**config.mk**
```make
export PLATFORM = sky130hd
export DESIGN_NAME = chip8_instruction_execute
export DESIGN_NICKNAME = d
export VERILOG_FILES = /design/src/sv/c8x_pkg.sv /design/src/sv/c8x_ram.sv /design/src/sv/c8x_front.sv /design/src/sv/c8x_back.sv /design/src/sv/chip8_instruction_execute.sv
export SDC_FILE = /design/constraint.sdc
export NUM_CORES = 1
export LEC_CHECK = 0
export BUFFER_PORTS_ARGS = -buffer_cell sky130_fd_sc_hd__buf_2
export CAP_MARGIN = 20
export CORE_ASPECT_RATIO = 0.6
export CORE_UTILIZATION = 55
export DETAILED_ROUTE_END_ITERATION = 12
export PLACE_DENSITY_LB_ADDON = 0.2
export SYNTH_ARGS = -nofsm -noshare
export SYNTH_HDL_FRONTEND = slang
export SYNTH_SLANG_ARGS = --single-unit
```
**constraint.sdc**
```tcl
create_clock -name clk -period 5.88 [get_ports clk]
set_input_delay 0 -clock clk [delete_from_list [all_inputs] [get_ports clk]]
set_output_delay 0 -clock clk [all_outputs]
set_load 0.02 [all_outputs]
```
**src/sv/c8x_pkg.sv**
```systemverilog
// Shared types, codes and decode helpers for the CHIP-8 execute unit.
// No dependencies.
`timescale 1ns / 1ps
package c8x_pkg;

  localparam int MemoryBytesDefault = 4096;
  localparam int StackDepthDefault  = 16;
  localparam logic [11:0] ProgramStartReset = 12'd512;

  localparam logic [1:0] MODE_INSTR = 2'd0;
  localparam logic [1:0] MODE_KEY   = 2'd1;
  localparam logic [1:0] MODE_TICK  = 2'd2;

  localparam logic [2:0] ST_DONE        = 3'd0;
  localparam logic [2:0] ST_INVALID     = 3'd1;
  localparam logic [2:0] ST_NOT_HANDLED = 3'd2;
  localparam logic [2:0] ST_END_MEM     = 3'd3;
  localparam logic [2:0] ST_WAIT        = 3'd4;

  localparam logic [15:0] OP_RET = 16'h00EE;
  localparam logic [7:0] KK_SKP  = 8'h9E;
  localparam logic [7:0] KK_SKNP = 8'hA1;
  localparam logic [7:0] KK_LDDT = 8'h07;
  localparam logic [7:0] KK_WAIT = 8'h0A;
  localparam logic [7:0] KK_SETDT = 8'h15;
  localparam logic [7:0] KK_SETST = 8'h18;
  localparam logic [7:0] KK_ADDI = 8'h1E;

  typedef struct packed {
    logic [1:0]  mode;
    logic [15:0] opcode;
    logic [3:0]  key_id;
    logic        key_pressed;
    logic [7:0]  random_byte;
  } in_word_t;

  typedef struct packed {
    logic [11:0] next_pc;
    logic [2:0]  status;
    logic        reg_written;
    logic [3:0]  reg_index;
    logic [7:0]  reg_value;
    logic [7:0]  flag_value;
    logic [15:0] index_value;
    logic        waiting_key;
    logic        sound_active;
  } out_word_t;

  // Word after classification by the front end.
  typedef struct packed {
    in_word_t   w;
    logic       not_handled;
    logic       invalid_code;
  } cls_word_t;

  function automatic logic [1:0] classify(input logic [15:0] op);
    logic nh;
    logic inv;
    begin
      nh = 1'b0;
      inv = 1'b0;
      unique case (op[15:12])
        4'h0: nh = (op != OP_RET);
        4'h5, 4'h9: inv = (op[3:0] != 4'h0);
        4'h8: inv = !(op[3:0] <= 4'h7 || op[3:0] == 4'hE);
        4'hD: nh = 1'b1;
        4'hE: inv = !(op[7:0] == KK_SKP || op[7:0] == KK_SKNP);
        4'hF: begin
          nh = (op[7:0] == 8'h29 || op[7:0] == 8'h30 || op[7:0] == 8'h33 ||
                op[7:0] == 8'h55 || op[7:0] == 8'h65 || op[7:0] == 8'h75 ||
                op[7:0] == 8'h85);
          inv = !(nh || op[7:0] == KK_LDDT || op[7:0] == KK_WAIT ||
                  op[7:0] == KK_SETDT || op[7:0] == KK_SETST || op[7:0] == KK_ADDI);
        end
        default: begin
          nh = 1'b0;
          inv = 1'b0;
        end
      endcase
      return {nh, inv};
    end
  endfunction

endpackage

```
**src/sv/c8x_ram.sv**
```systemverilog
// Generic single-port-write RAM with registered read.
// No dependencies.
`timescale 1ns / 1ps
module c8x_ram #(
  parameter int Width = 8,
  parameter int Depth = 16
) (
  input  logic                     clk,
  input  logic                     we,
  input  logic [$clog2(Depth)-1:0] waddr,
  input  logic [Width-1:0]         wdata,
  input  logic [$clog2(Depth)-1:0] raddr,
  output logic [Width-1:0]         rdata
);
  logic [Width-1:0] mem [Depth];

  always_ff @(posedge clk) begin
    if (we) begin
      mem[waddr] <= wdata;
    end
    rdata <= mem[raddr];
  end
endmodule

```
**src/sv/c8x_front.sv**
```systemverilog
// Front end: accepts words and tags decode class into a two-entry queue.
// Depends on c8x_pkg.
`timescale 1ns / 1ps
module c8x_front import c8x_pkg::*; (
  input  logic      clk,
  input  logic      rst,
  input  logic      push,
  input  in_word_t  in_word,
  output logic      full,
  output logic      q_valid,
  output cls_word_t q_word,
  input  logic      q_take
);
  cls_word_t   slot [2];
  logic        rd_ptr;
  logic        wr_ptr;
  logic [1:0]  count;
  logic        do_push;
  logic [1:0]  cls;

  assign full    = (count == 2'd2);
  assign do_push = push && !full;
  assign q_valid = (count != 2'd0);
  assign q_word  = slot[rd_ptr];
  assign cls     = classify(in_word.opcode);

  always_ff @(posedge clk) begin
    if (do_push) begin
      slot[wr_ptr] <= '{w: in_word, not_handled: cls[1], invalid_code: cls[0]};
    end
    if (rst) begin
      rd_ptr <= 1'b0;
      wr_ptr <= 1'b0;
      count  <= 2'd0;
    end else begin
      if (do_push) wr_ptr <= ~wr_ptr;
      if (q_take) rd_ptr <= ~rd_ptr;
      count <= count + {1'b0, do_push} - {1'b0, q_take};
    end
  end
endmodule

```
**src/sv/c8x_back.sv**
```systemverilog
// Back end: executes one classified word per cycle into an output queue, unless stalled.
// Depends on c8x_pkg and c8x_ram.
`timescale 1ns / 1ps
module c8x_back import c8x_pkg::*; #(
  parameter int MemoryBytes = MemoryBytesDefault,
  parameter int StackDepth  = StackDepthDefault
) (
  input  logic        clk,
  input  logic        rst,
  input  logic        cfg_we,
  input  logic [11:0] cfg_pc,
  input  logic        q_valid,
  input  cls_word_t   q_word,
  output logic        q_take,
  output logic        empty,
  output out_word_t   out_word,
  input  logic        pop
);
  localparam int SpW = $clog2(StackDepth);
  localparam int DepW = $clog2(StackDepth + 1);
  localparam logic [11:0] PcLimit = 12'(MemoryBytes - 2);

  logic [7:0]  vreg [16];
  logic [15:0] index_reg;
  logic [11:0] pc_reg;
  logic [DepW-1:0] stack_depth;
  logic [7:0]  delay_count;
  logic [7:0]  sound_count;
  logic [15:0] key_states;
  logic        waiting_flag;
  logic [3:0]  wait_target;

  // Return stack: the top entry is read ahead from the RAM. After each
  // push/pop the top address changes, so the read is issued as it fires
  // with the new depth, and a return stalls while the read data is stale.
  logic          top_fresh;
  logic [11:0]   stk_rdata;
  logic          stk_we;
  logic [SpW-1:0] stk_waddr;
  logic [SpW-1:0] stk_raddr;
  logic [DepW-1:0] depth_next;

  // Output queue of two entries.
  out_word_t   oslot [2];
  logic        o_rd, o_wr;
  logic [1:0]  o_cnt;

  logic [3:0] x, y, hi, lo;
  logic [7:0] kk, vx, vy;
  logic [11:0] nnn;
  logic [8:0] sum9;
  logic       is_ret;
  logic       stall;
  logic       fire;

  // Next-state values.
  logic [11:0] pc_n;
  logic [2:0]  st;
  logic        wr_en;
  logic [3:0]  wr_idx;
  logic [7:0]  wr_val;
  logic        flag_en;
  logic [7:0]  flag_val;
  logic [15:0] index_n;
  logic [7:0]  delay_n, sound_n;
  logic [15:0] keys_n;
  logic        wait_n;
  logic [3:0]  target_n;
  logic        push_s, pop_s;
  logic [11:0] adv;

  assign hi  = q_word.w.opcode[15:12];
  assign x   = q_word.w.opcode[11:8];
  assign y   = q_word.w.opcode[7:4];
  assign lo  = q_word.w.opcode[3:0];
  assign kk  = q_word.w.opcode[7:0];
  assign nnn = q_word.w.opcode[11:0];
  assign vx  = vreg[x];
  assign vy  = vreg[y];
  assign sum9 = {1'b0, vx} + {1'b0, vy};

  assign is_ret = q_word.w.mode == MODE_INSTR && q_word.w.opcode == OP_RET &&
                  pc_reg <= PcLimit && !waiting_flag && stack_depth != '0;
  assign stall  = is_ret && !top_fresh;
  assign fire   = q_valid && !stall && (o_cnt != 2'd2);
  assign q_take = fire;

  assign stk_we    = fire && push_s;
  assign stk_waddr = stack_depth[SpW-1:0];
  assign depth_next = fire ? (push_s ? stack_depth + 1'b1 :
                              pop_s ? stack_depth - 1'b1 : stack_depth) : stack_depth;
  assign stk_raddr = SpW'(depth_next - 1'b1);

  c8x_ram #(.Width(12), .Depth(StackDepth)) u_stack (
    .clk(clk), .we(stk_we), .waddr(stk_waddr), .wdata(pc_reg),
    .raddr(stk_raddr), .rdata(stk_rdata)
  );

  always_comb begin
    pc_n = pc_reg; st = ST_DONE; wr_en = 1'b0; wr_idx = 4'd0; wr_val = 8'd0;
    flag_en = 1'b0; flag_val = 8'd0; index_n = index_reg;
    delay_n = delay_count; sound_n = sound_count; keys_n = key_states;
    wait_n = waiting_flag; target_n = wait_target; push_s = 1'b0; pop_s = 1'b0;
    adv = 12'd2;
    unique case (q_word.w.mode)
      MODE_INSTR: begin
        if (pc_reg > PcLimit) begin
          st = ST_END_MEM;
        end else if (waiting_flag) begin
          st = ST_WAIT;
        end else if (q_word.not_handled) begin
          st = ST_NOT_HANDLED;
          pc_n = pc_reg + adv;
        end else if (q_word.invalid_code) begin
          st = ST_INVALID;
          pc_n = pc_reg + adv;
        end else begin
          unique case (hi)
            4'h0: begin
              if (stack_depth == '0) begin st = ST_INVALID; pc_n = pc_reg + adv; end
              else begin pop_s = 1'b1; pc_n = stk_rdata + adv; end
            end
            4'h1: pc_n = nnn;
            4'h2: begin
              if (stack_depth >= DepW'(StackDepth)) begin
                st = ST_INVALID; pc_n = pc_reg + adv;
              end else begin
                push_s = 1'b1; pc_n = nnn;
              end
            end
            4'h3: pc_n = pc_reg + ((vx == kk) ? 12'd4 : adv);
            4'h4: pc_n = pc_reg + ((vx != kk) ? 12'd4 : adv);
            4'h5: pc_n = pc_reg + ((vx == vy) ? 12'd4 : adv);
            4'h9: pc_n = pc_reg + ((vx != vy) ? 12'd4 : adv);
            4'h6: begin wr_en = 1'b1; wr_val = kk; pc_n = pc_reg + adv; end
            4'h7: begin wr_en = 1'b1; wr_val = vx + kk; pc_n = pc_reg + adv; end
            4'h8: begin
              wr_en = 1'b1; pc_n = pc_reg + adv;
              unique case (lo)
                4'h0: wr_val = vy;
                4'h1: wr_val = vx | vy;
                4'h2: wr_val = vx & vy;
                4'h3: wr_val = vx ^ vy;
                4'h4: begin wr_val = sum9[7:0]; flag_en = 1'b1;
                  flag_val = {7'd0, sum9[8]}; end
                4'h5: begin wr_val = vx - vy; flag_en = 1'b1;
                  flag_val = {7'd0, vx >= vy}; end
                4'h6: begin wr_val = {1'b0, vx[7:1]}; flag_en = 1'b1;
                  flag_val = {7'd0, vx[0]}; end
                4'h7: begin wr_val = vy - vx; flag_en = 1'b1;
                  flag_val = {7'd0, vy >= vx}; end
                default: begin wr_val = {vx[6:0], 1'b0}; flag_en = 1'b1;
                  flag_val = {7'd0, vx[7]}; end
              endcase
            end
            4'hA: begin index_n = {4'd0, nnn}; pc_n = pc_reg + adv; end
            4'hB: pc_n = nnn + {4'd0, vreg[0]};
            4'hC: begin wr_en = 1'b1; wr_val = kk & q_word.w.random_byte;
              pc_n = pc_reg + adv; end
            4'hE: begin
              if ((kk == KK_SKP) == key_states[vx[3:0]]) pc_n = pc_reg + 12'd4;
              else pc_n = pc_reg + adv;
            end
            default: begin
              pc_n = pc_reg + adv;
              priority case (kk)
                KK_LDDT: begin wr_en = 1'b1; wr_val = delay_count; end
                KK_WAIT: begin wait_n = 1'b1; target_n = x; end
                KK_SETDT: delay_n = vx;
                KK_SETST: sound_n = vx;
                default: index_n = index_reg + {8'd0, vx};
              endcase
            end
          endcase
          if (wr_en) wr_idx = x;
        end
      end
      MODE_KEY: begin
        keys_n[q_word.w.key_id] = q_word.w.key_pressed;
        if (waiting_flag && q_word.w.key_pressed) begin
          wr_en = 1'b1; wr_idx = wait_target; wr_val = {4'd0, q_word.w.key_id};
          wait_n = 1'b0;
        end
      end
      MODE_TICK: begin
        if (delay_count != 8'd0) delay_n = delay_count - 8'd1;
        if (sound_count != 8'd0) sound_n = sound_count - 8'd1;
      end
      default: st = ST_INVALID;
    endcase
  end

  assign empty    = (o_cnt == 2'd0);
  assign out_word = oslot[o_rd];

  always_ff @(posedge clk) begin
    if (fire) begin
      // When the flag op targets VF itself, the flag is the value kept.
      if (wr_en && !(flag_en && wr_idx == 4'hF)) vreg[wr_idx] <= wr_val;
      if (flag_en) vreg[15] <= flag_val;
      oslot[o_wr] <= '{
        next_pc: pc_n, status: st, reg_written: wr_en, reg_index: wr_idx,
        reg_value: wr_val,
        flag_value: flag_en ? flag_val : ((wr_en && wr_idx == 4'hF) ? wr_val : vreg[15]),
        index_value: index_n, waiting_key: wait_n, sound_active: sound_n != 8'd0};
    end
    if (rst) begin
      for (int i = 0; i < 16; i++) vreg[i] <= 8'd0;
      index_reg <= 16'd0; pc_reg <= ProgramStartReset; stack_depth <= '0;
      delay_count <= 8'd0; sound_count <= 8'd0; key_states <= 16'd0;
      waiting_flag <= 1'b0; wait_target <= 4'd0; top_fresh <= 1'b0;
      o_rd <= 1'b0; o_wr <= 1'b0; o_cnt <= 2'd0;
    end else begin
      top_fresh <= 1'b1;
      if (cfg_we) pc_reg <= cfg_pc;
      if (fire) begin
        if (!cfg_we) pc_reg <= pc_n;
        index_reg <= index_n; delay_count <= delay_n; sound_count <= sound_n;
        key_states <= keys_n; waiting_flag <= wait_n; wait_target <= target_n;
        stack_depth <= depth_next;
        if (push_s || pop_s) top_fresh <= 1'b0;
        o_wr <= ~o_wr;
      end
      if (!empty && pop) o_rd <= ~o_rd;
      o_cnt <= o_cnt + {1'b0, fire} - {1'b0, !empty && pop};
    end
  end
endmodule

```
**src/sv/chip8_instruction_execute.sv**
```systemverilog
// CHIP-8 execute unit. A pushed word is registered in the front queue, then
// executed into the result queue and shown while empty is low. Throughput:
// one word per cycle while the result queue has room; a return (00EE) right
// after a call or a return stalls for the registered read of the return-stack RAM.
// Reset (rst, synchronous): registers, I, timers, keys and stack depth clear,
// the program counter loads 512 and both queues empty. Depends on c8x_pkg, c8x_front and c8x_back.
`timescale 1ns / 1ps
module chip8_instruction_execute import c8x_pkg::*; #(
  parameter int MemoryBytes = MemoryBytesDefault,
  parameter int StackDepth  = StackDepthDefault
) (
  input  logic        clk,
  input  logic        rst,
  // Input queue side.
  input  logic        push,
  input  in_word_t    in_word,
  output logic        full,
  // Result queue side.
  output logic        empty,
  output out_word_t   out_word,
  input  logic        pop,
  // Configuration port; one register, program_start, at address 0.
  input  logic        psel,
  input  logic        penable,
  input  logic        pwrite,
  input  logic [1:0]  paddr,
  input  logic [31:0] pwdata,
  output logic [31:0] prdata,
  output logic        pready
);
  logic        q_valid;
  cls_word_t   q_word;
  logic        q_take;
  logic [11:0] program_start;
  logic        cfg_we;

  // The register is written at the access phase. A write also loads the
  // program counter directly; the user must write only while the block is
  // idle, which the block itself does not enforce.
  assign pready = 1'b1;
  assign cfg_we = psel && penable && pwrite && paddr == 2'd0;
  assign prdata = (paddr == 2'd0) ? {20'd0, program_start} : 32'd0;

  always_ff @(posedge clk) begin
    if (rst) begin
      program_start <= ProgramStartReset;
    end else if (cfg_we) begin
      program_start <= pwdata[11:0];
    end
  end

  // The front end classifies each word into a two-entry queue so the
  // back end can stall on a stack read or a full result queue.
  c8x_front u_front (
    .clk(clk), .rst(rst), .push(push), .in_word(in_word), .full(full),
    .q_valid(q_valid), .q_word(q_word), .q_take(q_take)
  );

  c8x_back #(.MemoryBytes(MemoryBytes), .StackDepth(StackDepth)) u_back (
    .clk(clk), .rst(rst), .cfg_we(cfg_we), .cfg_pc(pwdata[11:0]),
    .q_valid(q_valid), .q_word(q_word), .q_take(q_take),
    .empty(empty), .out_word(out_word), .pop(pop)
  );

  // The back end never takes a word that the front queue does not hold.
  a_take_valid: assert property (@(posedge clk) disable iff (rst)
    q_take |-> q_valid) else $error("back end took from an empty queue");

  // A full front queue stays full until the back end takes a word, so no
  // word that it holds is lost.
  a_full_held: assert property (@(posedge clk) disable iff (rst)
    (full && !q_take) |=> full) else $error("front queue lost a word");

  // Results only appear after a word was executed.
  a_out_src: assert property (@(posedge clk) disable iff (rst)
    ($past(empty) && !empty) |-> $past(q_take)) else $error("result without word");
endmodule

```
# Word-level counts from Yosys, hierarchy flattened

Memory sizes are Yosys's and may differ from the RTL's. A register that Yosys moved wholly into a read port is not among the register bits.
Cells that the tools add are included.
Widths: inputs -> output; s select.

Add/subtract/negate cells: 22
Order comparisons: 9
Equality and inequality tests: 65
Muxes and demuxes: 146
Bitwise operators: 14
Reduce and logical (&&, ||, !) cells: 66

Operators by type and width:

| cell                  | number |
|---|---|
| $mux 8                | 28 |
| $mux 12               | 12 |
| $pmux 12 s9           | 1 |
| $mux 16               | 6 |
| $pmux 8 s8            | 1 |
| $mux 1                | 63 |
| $eq 4x4->1 const B    | 13 |
| $add 12x12->12        | 4 |
| $pmux 8 s2            | 3 |
| $eq 8x5->1 const B    | 5 |
| $pmux 8 s5            | 1 |
| $eq 4x3->1 const B    | 9 |
| $eq 8x8->1 const B    | 4 |
| $pmux 16 s2           | 1 |
| $mux 4                | 7 |
| $add 12x2->12 const B | 2 |
| $eq 8x6->1 const B    | 3 |
| $eq 8x7->1 const B    | 3 |
| $mux 3                | 8 |
| $reduce_bool 8->1     | 3 |
| $logic_and 1x1->1     | 18 |
| $add 16x8->16         | 1 |
| $and 8x8->8           | 2 |
| $bwmux 16             | 1 |
| other kinds (60)      | 123 |

Bits in registers: 91
Memory bits (writable): 494
Input bits: 72
Word-level logic and storage cells: 342
Memories kept: 4

Memories:

| memory             | depth | width | read ports | clocked after memory_dff | wr ports | RTL line        | source |
|---|---|---|---|---|---|---|---|
| u_back.u_stack.mem | 16    | 12    | 1          | 1                        | 1        | c8x_ram.sv:15   | `logic [Width-1:0] mem [Depth];` |
| u_back.vreg        | 16    | 8     | 4          | 0                        | 17       | c8x_back.sv:23  | `logic [7:0] vreg [16];` |
| u_back.oslot       | 2     | 54    | 1          | 1                        | 1        | c8x_back.sv:44  | `out_word_t oslot [2];` |
| u_front.slot       | 2     | 33    | 1          | 1                        | 1        | c8x_front.sv:14 | `cls_word_t slot [2];` |

# Longest topological paths before layout

Depth after elaboration: 21
Gate-level depth with buffers: 32
Gate-level depth less buffers: 27

# Modules after synthesis

A second synthesis with hierarchy kept.

Cell total of the unflattened synthesis: 2741
Area, all modules: 31541.5 um^2

By module, submodules not included:

| module                    | instances | cells each | area each (um^2) | sequential area each (um^2) |
|---|---|---|---|---|
| c8x_back                  | 1         | 2154       | 20241.9          | 7337.0 |
| c8x_ram                   | 1         | 329        | 7599.8           | 6005.8 |
| c8x_front                 | 1         | 168        | 2894.0           | 2082.0 |
| chip8_instruction_execute | 1         | 90         | 805.8            | 240.2 |

# Least setup slack after synthesis

No wires, ideal clock.

Kind: reg-to-reg
Start point: register (tool-made name)
End point: register u_back.u_stack.rdata[10] (read register of u_back.u_stack.mem)
Setup time: 126 ps
Arrival: 6236 ps
Required time: 5754 ps
Path slack: -483 ps
Stages on the path, launching flop included: 25
Path buffers: 12
Clock period less this slack: 6363 ps
Cells stage by stage: dfxtp_1 -> buf_6 -> buf_4 -> buf_4 -> buf_2 -> buf_2 -> buf_4 -> buf_1 -> buf_1 -> mux2i_1 -> clkbuf_1 -> ha_1 -> nor2b_1 -> nand2_1 -> nor2_1 -> nand2_2 -> a21oi_1 -> xnor2_1 -> buf_2 -> ha_1 -> clkbuf_1 -> clkbuf_1 -> mux4_2 -> mux2i_1 -> mux2i_1

RTL lines:

| item      | RTL line      | source |
|---|---|---|
| to (decl) | c8x_ram.sv:13 | `output logic [Width-1:0] rdata` |

==> results_tabular.tex <==
\begin{tabular}{lr}
\hline
Metric & Value \\
\hline
\multicolumn{2}{l}{\textbf{Outcome}} \\
\quad Outcome & completed \\
\multicolumn{2}{l}{\textbf{Worst setup path}} \\
\quad Data required time at the worst endpoint & between 6000 and 7000 ps \\
\quad R2R depth & 23 \\
\quad Largest fanout on the critical path & 40 \\
\quad Register-to-Register Setup Slack & $\sim$210 ps \\
\quad Critical Path AT & $\sim$6000 ps \\
\quad Sort of element at the end of the critical path & register \\
\quad Critical path startpoint category & register \\
\quad Critical path class & register to register \\
\quad Reg-to-reg critical path endpoint & u\_back.oslot[0][51]\$\_DFFE\_PP\_ \\
\multicolumn{2}{l}{\textbf{Floorplan}} \\
\quad Effective utilization at floorplan & 0.5610 \\
\quad Horizontal die dimension & between 300 and 400 um \\
\quad Die height & 187.4 um \\
\quad Core Box Area & about 56000 um2 \\
\quad Boundary Pins & between 150 and 200 \\
\quad Count of standard-cell rows & 67 \\
\quad Full die area & between 50000 and 60000 um2 \\
\multicolumn{2}{l}{\textbf{Clock network}} \\
\quad Clock transition at the registers of the reported paths & $\sim$70 ps \\
\quad Maximum buffer depth of the clock tree & 3 \\
\quad Buffer cell driving the clock tree root & sky130\_fd\_sc\_hd\_\_clkbuf\_16 \\
\quad Number of clock sinks & 599 \\
\quad Maximum level of the CTS H-tree & 2 \\
\quad Clock buffers created by TritonCTS & 52 \\
\quad Clock tree from TritonCTS & done \\
\quad Latest clock arrival within the worst-skew pair & approximately 670 ps \\
\multicolumn{2}{l}{\textbf{Global route}} \\
\quad Pin count of the biggest net entering global routing & 64 \\
\quad Tot GR Track Use & 0.3830 \\
\quad Number of antenna violations at the first check in global routing & 6 \\
\quad Global-route wire length before repair & around 170000 um \\
\quad Via count of the first global-routing pass & between 20000 and 30000 \\
\quad Grt ovf & 0 \\
\multicolumn{2}{l}{\textbf{Finish}} \\
\quad Fraction of final layout cells with drive strength greater than 1 & 0.1781 \\
\quad Layout Nets & about 3500 \\
\quad Final Util & 0.6529 \\
\quad Area added between synthesis and finish & 16.39\% \\
\quad Fill cells & 4274 \\
\quad Max FFs per register & between 150 and 200 \\
\quad Largest reg by FF count & u\_back.u\_stack.mem \\
\quad Top flop regs & u\_back.u\_stack.mem (192), u\_back.vreg (128), u\_back.oslot (108) \\
\quad Finished Cell Area & $\sim$37000 um2 \\
\multicolumn{2}{l}{\textbf{STA}} \\
\quad Hold violation count in the final report & 0 \\
\quad Final Hold Slack & approximately 80 ps \\
\quad Sum of negative setup slack & 0 ps \\
\quad Worst slew pin tran & 1186 ps \\
\quad Worst slew margin & 0.2090 \\
\quad Unrepaired setup endpoints after global routing & no \\
\quad Ratio of final minimum period to clock period & 0.9643 \\
\quad Setup-failing EPs final & 0 \\
\quad Achievable Freq & 0.1764 GHz \\
\quad Worst clock skew on the final layout & between 50 and 60 ps \\
\quad Shortest period the worst path allows & between 5000 and 6000 ps \\
\quad Number of slew-limit violations in the final report & 0 \\
\multicolumn{2}{l}{\textbf{Pwr}} \\
\quad Part of the power in the clock network & 0.234 \\
\quad Net load switching power & around 6.3 mW \\
\quad Power per Cell Area & between 400 and 500 nW/um2 \\
\quad Leak pwr & 13.26 nW \\
\quad Maximum VDD drop & 0.3571 mV \\
\quad Power share of the sequential group & 0.337 \\
\quad Switching share of total power & 0.4007 \\
\quad Part of the total power dissipated in combinational logic & 0.428 \\
\quad Cell Int Power & around 9.4 mW \\
\multicolumn{2}{l}{\textbf{Worst hold path}} \\
\quad WHS Path Cells & 2 \\
\quad Hold path startpoint & in\_word[5] \\
\quad Hold crit path type & input pin to register \\
\quad Sink of the worst hold path & u\_front.slot[1][7]\$\_DFFE\_PP\_ \\
\multicolumn{2}{l}{\textbf{Yosys}} \\
\quad Netlist area before placement & 31510 um2 \\
\quad Most area-hungry cell type in the Yosys netlist & sky130\_fd\_sc\_hd\_\_edfxtp\_1 \\
\quad Synth warn & 0 \\
\quad Synth Instances & about 3100 \\
\quad Sequential share of the synthesized area & 0.4972 \\
\quad Most instantiated cells after synthesis & sky130\_fd\_sc\_hd\_\_nand2\_1, sky130\_fd\_sc\_hd\_\_edfxtp\_1, sky130\_fd\_sc\_hd\_\_nor2\_1, sky130\_fd\_sc\_hd\_\_dfxtp\_1, sky130\_fd\_sc\_hd\_\_o21ai\_0 \\
\quad Number of enable-type register cells in the synthesized netlist & roughly 370 \\
\quad Cell with the most instances after synthesis & sky130\_fd\_sc\_hd\_\_nand2\_1 \\
\quad Fraction of synthesis flops using an asynchronous set or reset pin & 0 \\
\quad Number of distinct library cell variants in the gate-level netlist after synthesis & 93 \\
\quad Most used DFF post-synth & sky130\_fd\_sc\_hd\_\_edfxtp\_1 \\
\quad Largest cells by area after synthesis & sky130\_fd\_sc\_hd\_\_edfxtp\_1, sky130\_fd\_sc\_hd\_\_dfxtp\_1, sky130\_fd\_sc\_hd\_\_nand2\_1 \\
\quad Flops \& latches, synth & about 600 \\
\quad Average size of a mapped cell & slightly above 10 um2 \\
\quad Yosys top cell area share & 0.3498 \\
\multicolumn{2}{l}{\textbf{Route}} \\
\quad Vias per Instance & between 6 and 7 \\
\quad \# DRC & 0 \\
\quad Average wire per cell in the routed design & around 27 um \\
\quad Total iterations of the first detailed-routing run & 7 \\
\quad DR iter-0 viols & roughly 4400 \\
\quad Via Count & 27911 \\
\quad Aggregate routed wire length & $\sim$110000 um \\
\quad Antenna viol nets, final & 0 \\
\multicolumn{2}{l}{\textbf{Placed design}} \\
\quad GPL Wtd Cong & slightly above 1 \\
\quad Area after detailed placement & $\sim$34000 um2 \\
\quad \# port buffers & 119 \\
\quad Detailed placer's ending HPWL & 83440 um \\
\multicolumn{2}{l}{\textbf{Job}} \\
\quad Number of max-cap violations & 0 \\
\hline
\end{tabular}
==> kinds of logic (layout without fill, tap and decap cells) <==
kind of cell,after synthesis,in the layout,synth area share
and+or+nand+nor,1112,1112,0.1565
AOI/OAI and AO/OA,728,728,0.1524
DFF,599,599,0.4972
buffers and inverters,280,577,0.03927
muxes,251,251,0.1024
adders and majority gates,84,84,0.03375
xor gates and xnor gates,64,64,0.01827
other,2,22,0.0002384
==> placed cells by master (no fill, tap or decap), types with 17 or more instances in the layout <==
| cell type | instances |
|---|---|
| sky130_fd_sc_hd__a31oi_1 | 34 |
| sky130_fd_sc_hd__xnor2_1 | 42 |
| sky130_fd_sc_hd__edfxtp_1 | 367 |
| sky130_fd_sc_hd__clkbuf_16 | 53 |
| sky130_fd_sc_hd__nand3_1 | 123 |
| sky130_fd_sc_hd__nor3_1 | 79 |
| sky130_fd_sc_hd__o22ai_1 | 26 |
| sky130_fd_sc_hd__a221oi_1 | 21 |
| sky130_fd_sc_hd__a311oi_1 | 23 |
| sky130_fd_sc_hd__inv_1 | 79 |
| sky130_fd_sc_hd__dfxtp_1 | 230 |
| sky130_fd_sc_hd__ha_1 | 76 |
| sky130_fd_sc_hd__conb_1 | 21 |
| sky130_fd_sc_hd__mux4_2 | 49 |
| sky130_fd_sc_hd__nor2_1 | 353 |
| sky130_fd_sc_hd__a21oi_1 | 145 |
| sky130_fd_sc_hd__dlygate4sd3_1 | 48 |
| sky130_fd_sc_hd__nand2b_1 | 21 |
| sky130_fd_sc_hd__buf_2 | 118 |
| sky130_fd_sc_hd__mux2_2 | 64 |
| sky130_fd_sc_hd__mux2i_1 | 128 |
| sky130_fd_sc_hd__buf_12 | 18 |
| sky130_fd_sc_hd__o31ai_1 | 17 |
| sky130_fd_sc_hd__a22oi_1 | 19 |
| sky130_fd_sc_hd__xor2_1 | 19 |
| sky130_fd_sc_hd__and3_1 | 30 |
| sky130_fd_sc_hd__o21ai_0 | 178 |
| sky130_fd_sc_hd__a211oi_1 | 85 |
| sky130_fd_sc_hd__and2_1 | 17 |
| sky130_fd_sc_hd__o221ai_1 | 27 |
| sky130_fd_sc_hd__buf_4 | 209 |
| sky130_fd_sc_hd__nand2_1 | 381 |
==> final cells by class <==
cell class	count	area, um2	area share
clock inverters	36	430.4	0.01174
repair buffers	395	3040	0.08291
inverters	84	315.3	0.008598
flip-flops and latches	599	15670	0.4273
diodes	1	2.502	0.00006824
well taps	759	949.7	0.02590
multi-input cells	2260	14900	0.4062
clock buffers	62	1369	0.03733
==> power groups by stage <==
stage               registers [mW]  clock network [mW]  logic (mW)
detailed placement            5.35                   0        6.29
CTS                           5.26                3.68        6.35
global route                  5.31                3.83        7.01
global placement              5.35                   0        6.19
finish                        5.27                3.66        6.69
floorplan                     5.29                   0        3.82
==> critical path, stage by stage, from the launching register on <==
cell	delay, ps
sky130_fd_sc_hd__dfxtp_4	410
sky130_fd_sc_hd__mux2i_4	310
sky130_fd_sc_hd__buf_12	260
sky130_fd_sc_hd__nand2_1	80
sky130_fd_sc_hd__and3_1	170
sky130_fd_sc_hd__a311oi_1	580
sky130_fd_sc_hd__o31ai_1	280
sky130_fd_sc_hd__inv_1	140
sky130_fd_sc_hd__ha_1	250
sky130_fd_sc_hd__nor4_2	280
sky130_fd_sc_hd__and3_2	280
sky130_fd_sc_hd__nand2_1	60
sky130_fd_sc_hd__o21ai_0	120
sky130_fd_sc_hd__a21oi_2	120
sky130_fd_sc_hd__ha_1	250
sky130_fd_sc_hd__fa_2	410
sky130_fd_sc_hd__nand3_1	120
sky130_fd_sc_hd__nor2_1	70
sky130_fd_sc_hd__xnor2_1	130
sky130_fd_sc_hd__o22ai_1	100
sky130_fd_sc_hd__a2111oi_2	350
sky130_fd_sc_hd__buf_4	170
sky130_fd_sc_hd__o41ai_1	70
sky130_fd_sc_hd__a32o_1	340
==> metal layers <==
metal  GRT usage  wire length [um]  vias to the layer above
li1            -                 -                    12078
met1      0.5918             49960                    13619
met2      0.4956             43580                     2018
met3      0.1528             18630                      194
met4     0.07882              2072                        2
met5           0                13                        -
==> metrics by stage <==
| stage | std cells | power, mW | setup WS, ps |
|---|---|---|---|
| final | 4196 | 15.62 | 210.0 |
| after global routing | 4195 | 16.15 | 0.6115 |
| after detailed placement | 4043 | 11.64 | 127.3 |
| after global placement | 4042 | 11.54 | 195.4 |
| after CTS | 4187 | 15.29 | 75.14 |
| after floorplan | 3139 | 9.108 | 60.22 |
==> how the worst max path moves through the flow <==
stage                     slack [ps]                          endpoint  cells after the start
after global routing             0.6     u_back.oslot[0][48]$_DFFE_PP_                     25
after floorplan                   60  u_back.u_stack.rdata[10]$_DFF_P_                     24
after global placement           200     u_back.oslot[0][51]$_DFFE_PP_                     24
after detailed placement         130     u_back.oslot[0][53]$_DFFE_PP_                     26
final                            210     u_back.oslot[0][51]$_DFFE_PP_                     23
after CTS                         80     u_back.oslot[0][53]$_DFFE_PP_                     26
==> repair_timing <==
item                       in CTS  in global routing
gates resized for setup         0                 28
hold buffers                   46                  2
setup endpoints to repair       0                 42
setup buffers                   0                  3
hold endpoints to repair      139                 15
Note: power is estimated with default switching activity, not from simulation.
